File: src/hw/rtl/mrpr_pkg.sv
// Package with the sequencer state type for the primality round block.
package mrpr_pkg;

  typedef enum logic [3:0] {
    ST_IDLE,
    ST_REDUCE,
    ST_SPLIT,
    ST_POW_MUL,
    ST_POW_SQR,
    ST_CHECK,
    ST_SQUARE,
    ST_SQ_CHECK,
    ST_OUT
  } state_t;

endpackage

File: src/hw/rtl/miller_rabin_primality_round_top.sv
// Top level of the Miller-Rabin round: sequencer around a shared modular multiplier.
// Each modular multiplication runs on the bit-serial multiplier; an item needs up to
// about 2*NUM_BITS multiplications. The witness is first reduced by restoring division;
// a trivial candidate gives its result in the cycle after its transfer. One item is in
// work at a time; the result register frees when the transfer occurs. Synchronous reset
// returns the sequencer to idle and the running verdict to pass.
module miller_rabin_primality_round_top #(
  parameter int NUM_BITS = 31
) (
  input  logic                clk,
  input  logic                rst,
  input  logic                in_valid,
  output logic                in_stall,
  input  logic [30:0]         candidate,
  input  logic [30:0]         witness,
  input  logic                last_witness,
  output logic                out_valid,
  input  logic                out_stall,
  output logic                round_verdict,
  output logic                run_verdict,
  output logic                run_done
);

  localparam int NB = NUM_BITS;
  localparam int SW = $clog2(NB + 1);

  mrpr_pkg::state_t state;
  mrpr_pkg::state_t state_next;

  logic [NB-1:0] n;
  logic [NB-1:0] nm1;
  logic [NB-1:0] x;
  logic [NB-1:0] b;
  logic [NB-1:0] d;
  logic [NB-1:0] rem;
  logic [NB-1:0] wq;
  logic [SW-1:0] s;
  logic [SW-1:0] r;
  logic [SW-1:0] rcnt;
  logic          last;
  logic          verdict;
  logic          pass_so_far;
  logic          mm_start;
  logic          mm_busy;
  logic          mm_done;
  logic [NB-1:0] mm_a;
  logic [NB-1:0] mm_b;
  logic [NB-1:0] mm_p;
  logic [NB-1:0] cand_w;
  logic [NB-1:0] wit_w;
  logic          accept;
  logic          trivial;
  logic          triv_res;
  logic [NB:0]   rem_sh;

  assign cand_w = NB'(candidate);
  assign wit_w = NB'(witness);
  assign accept = in_valid && !in_stall;
  assign in_stall = (state != mrpr_pkg::ST_IDLE) || out_valid;
  assign nm1 = n - 1'b1;
  assign trivial = (cand_w < NB'(4)) || !cand_w[0];
  assign triv_res = (cand_w == NB'(2)) || (cand_w == NB'(3));
  assign rem_sh = {rem, wq[NB-1]};

  mrpr_modmul #(.NUM_BITS(NB)) u_mul (
    .clk(clk), .rst(rst), .start(mm_start), .a(mm_a), .b(mm_b), .m(n),
    .busy(mm_busy), .done(mm_done), .p(mm_p)
  );

  always_comb begin
    state_next = state;
    unique case (state)
      mrpr_pkg::ST_IDLE:
        if (accept && !trivial) state_next = mrpr_pkg::ST_REDUCE;
      mrpr_pkg::ST_REDUCE:
        if (rcnt == '0) state_next = mrpr_pkg::ST_SPLIT;
      mrpr_pkg::ST_SPLIT:
        if (d[0]) state_next = mrpr_pkg::ST_POW_MUL;
      mrpr_pkg::ST_POW_MUL:
        if (d == '0) state_next = mrpr_pkg::ST_CHECK;
        else if (mm_done || !d[0]) state_next = mrpr_pkg::ST_POW_SQR;
      mrpr_pkg::ST_POW_SQR:
        if (mm_done) state_next = mrpr_pkg::ST_POW_MUL;
      mrpr_pkg::ST_CHECK:
        if (x == NB'(1) || x == nm1 || r >= s) state_next = mrpr_pkg::ST_OUT;
        else state_next = mrpr_pkg::ST_SQUARE;
      mrpr_pkg::ST_SQUARE:
        if (mm_done) state_next = mrpr_pkg::ST_SQ_CHECK;
      mrpr_pkg::ST_SQ_CHECK:
        if (x == nm1 || (r + 1'b1) >= s) state_next = mrpr_pkg::ST_OUT;
        else state_next = mrpr_pkg::ST_SQUARE;
      mrpr_pkg::ST_OUT:
        state_next = mrpr_pkg::ST_IDLE;
      default: state_next = mrpr_pkg::ST_IDLE;
    endcase
  end

  always_comb begin
    mm_start = 1'b0;
    mm_a = x;
    mm_b = b;
    unique case (state)
      mrpr_pkg::ST_POW_MUL:
        mm_start = !mm_busy && !mm_done && d[0];
      mrpr_pkg::ST_POW_SQR: begin
        mm_a = b;
        mm_start = !mm_busy && !mm_done;
      end
      mrpr_pkg::ST_SQUARE: begin
        mm_b = x;
        mm_start = !mm_busy && !mm_done;
      end
      default: mm_start = 1'b0;
    endcase
  end

  always_ff @(posedge clk) begin
    if (rst) begin
      state <= mrpr_pkg::ST_IDLE;
      out_valid <= 1'b0;
      pass_so_far <= 1'b1;
    end else begin
      state <= state_next;
      if (out_valid && !out_stall) out_valid <= 1'b0;
      if ((accept && trivial) || state == mrpr_pkg::ST_OUT) begin
        out_valid <= 1'b1;
        pass_so_far <= (accept && trivial) ? (last_witness | (pass_so_far & triv_res))
                                           : (last | (pass_so_far & verdict));
      end
    end
  end

  always_ff @(posedge clk) begin
    unique case (state)
      mrpr_pkg::ST_IDLE:
        if (accept) begin
          n <= cand_w;
          wq <= wit_w;
          rem <= '0;
          rcnt <= SW'(NB);
          last <= last_witness;
          d <= cand_w - 1'b1;
          s <= '0;
          r <= SW'(1);
          verdict <= 1'b0;
          round_verdict <= triv_res;
          run_verdict <= pass_so_far & triv_res;
          run_done <= last_witness;
        end
      mrpr_pkg::ST_REDUCE: begin
        // Restoring division, one quotient bit per cycle, leaves witness mod n.
        if (rcnt != '0) begin
          rcnt <= rcnt - 1'b1;
          wq <= {wq[NB-2:0], 1'b0};
          rem <= (rem_sh >= {1'b0, n}) ? NB'(rem_sh - {1'b0, n}) : rem_sh[NB-1:0];
        end
        x <= NB'(1);
      end
      mrpr_pkg::ST_SPLIT: begin
        b <= rem;
        if (!d[0]) begin
          d <= d >> 1;
          s <= s + 1'b1;
        end
      end
      mrpr_pkg::ST_POW_MUL:
        if (mm_done) x <= mm_p;
      mrpr_pkg::ST_POW_SQR:
        if (mm_done) begin
          b <= mm_p;
          d <= d >> 1;
        end
      mrpr_pkg::ST_CHECK:
        if (x == NB'(1) || x == nm1) verdict <= 1'b1;
      mrpr_pkg::ST_SQUARE:
        if (mm_done) x <= mm_p;
      mrpr_pkg::ST_SQ_CHECK: begin
        r <= r + 1'b1;
        if (x == nm1) verdict <= 1'b1;
      end
      mrpr_pkg::ST_OUT: begin
        round_verdict <= verdict;
        run_verdict <= pass_so_far & verdict;
        run_done <= last;
      end
      default: ;
    endcase
  end

  a_stall_busy: assert property (@(posedge clk) disable iff (rst)
    (state != mrpr_pkg::ST_IDLE) |-> in_stall) else $error("accept while busy");
  a_out_after: assert property (@(posedge clk) disable iff (rst)
    (state == mrpr_pkg::ST_OUT) |=> out_valid) else $error("result lost");
  a_mul_idle: assert property (@(posedge clk) disable iff (rst)
    (state == mrpr_pkg::ST_IDLE) |-> !mm_start) else $error("stray multiply");

endmodule

File: src/hw/rtl/mrpr_modmul.sv
// Shift-and-add modular multiplier, one multiplier bit per cycle.
module mrpr_modmul #(
  parameter int NUM_BITS = 31
) (
  input  logic                clk,
  input  logic                rst,
  input  logic                start,
  input  logic [NUM_BITS-1:0] a,
  input  logic [NUM_BITS-1:0] b,
  input  logic [NUM_BITS-1:0] m,
  output logic                busy,
  output logic                done,
  output logic [NUM_BITS-1:0] p
);

  localparam int CW = $clog2(NUM_BITS + 1);

  logic [NUM_BITS-1:0] acc;
  logic [NUM_BITS-1:0] acc_next;
  logic [NUM_BITS-1:0] mult;
  logic [NUM_BITS-1:0] base;
  logic [NUM_BITS-1:0] modulus;
  logic [CW-1:0]       count;
  logic [NUM_BITS+1:0] dbl;
  logic [NUM_BITS+1:0] dbl_red;
  logic [NUM_BITS+1:0] sum;

  // Horner step from the top bit: acc = 2*acc + bit*base, each reduced once.
  always_comb begin
    dbl = {1'b0, acc, 1'b0};
    dbl_red = (dbl >= {2'b00, modulus}) ? dbl - {2'b00, modulus} : dbl;
    sum = dbl_red + (mult[NUM_BITS-1] ? {2'b00, base} : '0);
    if (sum >= {2'b00, modulus}) begin
      sum = sum - {2'b00, modulus};
    end
    acc_next = sum[NUM_BITS-1:0];
  end

  always_ff @(posedge clk) begin
    if (rst) begin
      busy <= 1'b0;
      done <= 1'b0;
      count <= '0;
    end else begin
      done <= 1'b0;
      if (start) begin
        busy <= 1'b1;
        count <= CW'(NUM_BITS);
      end else if (busy) begin
        count <= count - 1'b1;
        if (count == CW'(1)) begin
          busy <= 1'b0;
          done <= 1'b1;
        end
      end
    end
  end

  always_ff @(posedge clk) begin
    if (start) begin
      acc <= '0;
      mult <= a;
      base <= b;
      modulus <= m;
    end else if (busy) begin
      acc <= acc_next;
      mult <= {mult[NUM_BITS-2:0], 1'b0};
    end
  end

  assign p = acc;

endmodule

File: config.mk
export PLATFORM = sky130hd
export DESIGN_NAME = miller_rabin_primality_round_top
export DESIGN_NICKNAME = d
export VERILOG_FILES = /design/src/hw/rtl/mrpr_pkg.sv /design/src/hw/rtl/miller_rabin_primality_round_top.sv /design/src/hw/rtl/mrpr_modmul.sv
export SDC_FILE = /design/constraint.sdc
export NUM_CORES = 1
export LEC_CHECK = 0
export BUFFER_PORTS_ARGS = -buffer_cell sky130_fd_sc_hd__buf_2
export CORE_ASPECT_RATIO = 0.5
export CORE_UTILIZATION = 61
export CTS_CLUSTER_SIZE = 24
export DETAILED_ROUTE_END_ITERATION = 8
export PLACE_DENSITY_LB_ADDON = 0.3
export REMOVE_ABC_BUFFERS = 1
export SKIP_CTS_REPAIR_TIMING = 1
export SLEW_MARGIN = 30
export SYNTH_ARGS = -nofsm -noshare
export SYNTH_HDL_FRONTEND = slang
export SYNTH_SLANG_ARGS = --single-unit
File: constraint.sdc
create_clock -name clk -period 9.7 [get_ports clk]
set_input_delay 1.455 -clock clk [delete_from_list [all_inputs] [get_ports clk]]
set_output_delay 1.455 -clock clk [all_outputs]
set_load 0.05 [all_outputs]
==> results.ini <==
[place]
post_dp_cell_area_um2 = 23500
place_ws_ps = 1360
hpwl_um = 47900
dp.cells = 2940
gp_congestion = 0.958
port_buffers = 71

[clock_tree]
cts_max_path_buffers = 3
cts_tree = yes
clkTransAtPathRegs_ps = 60
cts_max_level = 2
worstSkewPairLatency_ps = 540
cts_buffers = 34
clock-sinks = 343
root_buffer = clkbuf_16

[job]
cap_violations = 0

[global_route]
grt_usage_pct = 33.5
grt_pass1_wl_um = 98200
grt_pass1_vias = 17600
antenna_found_initial = 3
gr-total-overflow = 0
grt_max_degree = 86

[final_layout]
fin_cells = 3003
finalInstanceArea_um2 = 24700
multi_input_area_um2 = 12000
regArea_um2 = 9860
syn_to_final_growth_pct = 8.67
drive_gt1_share_pct = 8.69
n_antenna_cell = 0
nFillCells = 2871
fin_nets = 2708

[die]
dieHeight_um = 138
io_pins = 72
dieArea_um2 = 38000
rows = 49
chipWidth_um = 275
initial_core_util_pct = 62.5
core_um2 = 36300

[synthesis]
ys_ff_latch = 343
synth_fa_ha_area_share_pct = 8.24
synth-xor-area-share_pct = 7.06
synth_compound_area_share_pct = 15.7
synth-edff-count = 299
synthFlopType = edfxtp_1
synth_cell_type_count = 81
netlist_area_um2 = 22700
synth-async-reset-ratio_pct = 0
synthSimpleGateAreaFrac_pct = 19.6
syn_inst = 2449
yosysSeqAreaShare_pct = 43.4
postSynthAreaPerCell_um2 = 9.27
synthMuxAreaShare_pct = 2.09
ys_warn_count = 0
synth_top_family_by_area = simple AND/OR/NAND/NOR gates

[worst_setup_path]
slowest_delay_ps = 570
cp.required_ps = 10080
cp.arrival_ps = 8880
slowest_stage = nor3_1
cp_max_fo = 51
crit_path_end_kind = register
crit_type = register to register
worst_setup_path_start_kind = register

[detailed_routing]
ant_nets = 0
vias = 19100
wl_per_cell_um = 21.3
vias_per_cell = 6.36
dr.first_iter.drc_count = 2469
remaining_drc_errors = 0
drt_wl_total_um = 64000
firstDrtPassIters = 6

[timing]
finalCritPeriodShare_pct = 87.6
period_needed_ps = 8500
hold_viol_final = 0
setup_viol_count_final = 0
setup_slack_ps = 1200
clock_skew_ps = 27.8
rsz0062_at_grt = false
worst_pin_slew_ps = 915
finalSetupTns_ps = 0
relSlewSlack_pct = 38.8
fmax_mhz = 118
maxSlewViolCount = 0

[power]
powerDensity_nw_per_um2 = 330
peakVddDrop_mv = 0.169
p_leak_nw = 10.0

[status]
outcome = completed

[worst_hold_path]
hp-class = register to register

-- sequential cells by signal, indices dropped and copies added (netlist names), 4 cells and up --
name           flops
d                 31
u_mul.base        31
n                 31
x                 31
b                 31
rcnt               5
u_mul.p           31
r                  5
u_mul.mult        31
s                  5
u_mul.modulus     31
state              4
u_mul.count        5
rem               31
wq                31
-- where the power goes --
| part | switching (mW) | internal (mW) | leakage [nW] | total [mW] |
|---|---|---|---|---|
| sequential | 0.435 | 2.11 | 3.16 | 2.55 |
| clock | 0.572 | 0.765 | 0.535 | 1.34 |
| combinational | 2.57 | 1.68 | 6.35 | 4.25 |
-- through the flow --
step | hold WS (ps) | utilization, % | power [mW]
after detailed placement | 451 | 64.8 | 6.68
after global routing | 500 | 68.0 | 8.67
final | 477 | 68.0 | 8.13
after CTS | 466 | 67.8 | 8.03
after floorplan | 427 | - | 5.60
after global placement | 457 | 64.8 | 6.61
-- layout by cell type, fill, tap and decap left out, drive strengths merged, types with 7 or more instances in the layout --
| cell | instances |
|---|---|
| nand2 | 463 |
| edfxtp | 299 |
| ha | 143 |
| a21oi | 143 |
| o21ai | 143 |
| inv | 140 |
| nor2 | 138 |
| xnor2 | 105 |
| buf | 92 |
| xor2 | 78 |
| and2 | 76 |
| a21o | 57 |
| clkbuf | 49 |
| dfxtp | 44 |
| a31oi | 43 |
| nor3 | 41 |
| nand3 | 38 |
| mux2 | 35 |
| nand4 | 32 |
| nor4 | 32 |
| nand2b | 26 |
| a211oi | 26 |
| nor2b | 25 |
| and3 | 25 |
| o21bai | 21 |
| o221ai | 20 |
| o21a | 19 |
| o211ai | 14 |
| or3 | 10 |
| or4 | 10 |
| o31ai | 9 |
| a21boi | 9 |
| or2 | 8 |
| mux2i | 8 |
| nand3b | 7 |
| a32oi | 7 |
| clkinv | 7 |
-- area by class of cell --
type                            count  share of cell area, %
Multi-Input combinational cell   1884                   48.8
Sequential cell                   343                   40.0
Clock buffer                       49                   3.84
Tap cell                          484                   2.46
Timing Repair Buffer               92                   2.24
Inverter                          139                   2.12
Clock inverter                     12                  0.588
-- critical path, delay by kind of cell (launching register included) --
| kind | cells | cell delay, ps |
|---|---|---|
| adder cells (fa/ha/maj) | 3 | 1010 |
| XOR/XNOR | 1 | 200 |
| buffers and inverters | 4 | 1050 |
| flip-flops | 1 | 410 |
| AND/OR/NAND/NOR | 8 | 2070 |
| AO/OA/AOI/OAI | 15 | 3590 |
-- per-layer routing --
layer | track usage (%) | routed length (µm)
met3 | 7.85 | 8580
met4 | 9.57 | 1730
met1 | 51.5 | 27800
met5 | 0 | 13
met2 | 46.7 | 25900
-- cell usage after synthesis, types with 35 or more instances --
cell	instances	area, µm²
and2_1	76	475
nand2_1	463	1740
a31oi_1	43	269
nor2_1	138	518
o21ai_0	136	681
dfxtp_1	44	881
nand3_1	36	180
edfxtp_1	299	8980
ha_1	143	1790
clkbuf_1	69	259
nor3_1	41	205
a21oi_1	142	711
a21o_1	57	428
inv_1	138	518
xnor2_1	105	920
mux2_2	35	394
xor2_1	78	683
-- worst paths after layout --
kind                     from     endpoint  slack (ps)  cells past startpoint
max reg2reg  u_mul.modulus[1]  u_mul.p[21]        1200                     31
max          u_mul.modulus[1]  u_mul.p[21]        1200                     31
min reg2reg       pass_so_far  pass_so_far         480                      2
min               pass_so_far  pass_so_far         480                      2
-- cell families (layout without fill, tap and decap cells) --
family	after synthesis	after routing
DFF	343	343
xor gates and xnor gates	183	183
muxes	43	43
AOI/OAI and AO/OA	560	560
adders and majority gates	147	147
buffers and inverters	222	292
and+or+nand+nor	951	951
Power figures use the tool's default switching activity.
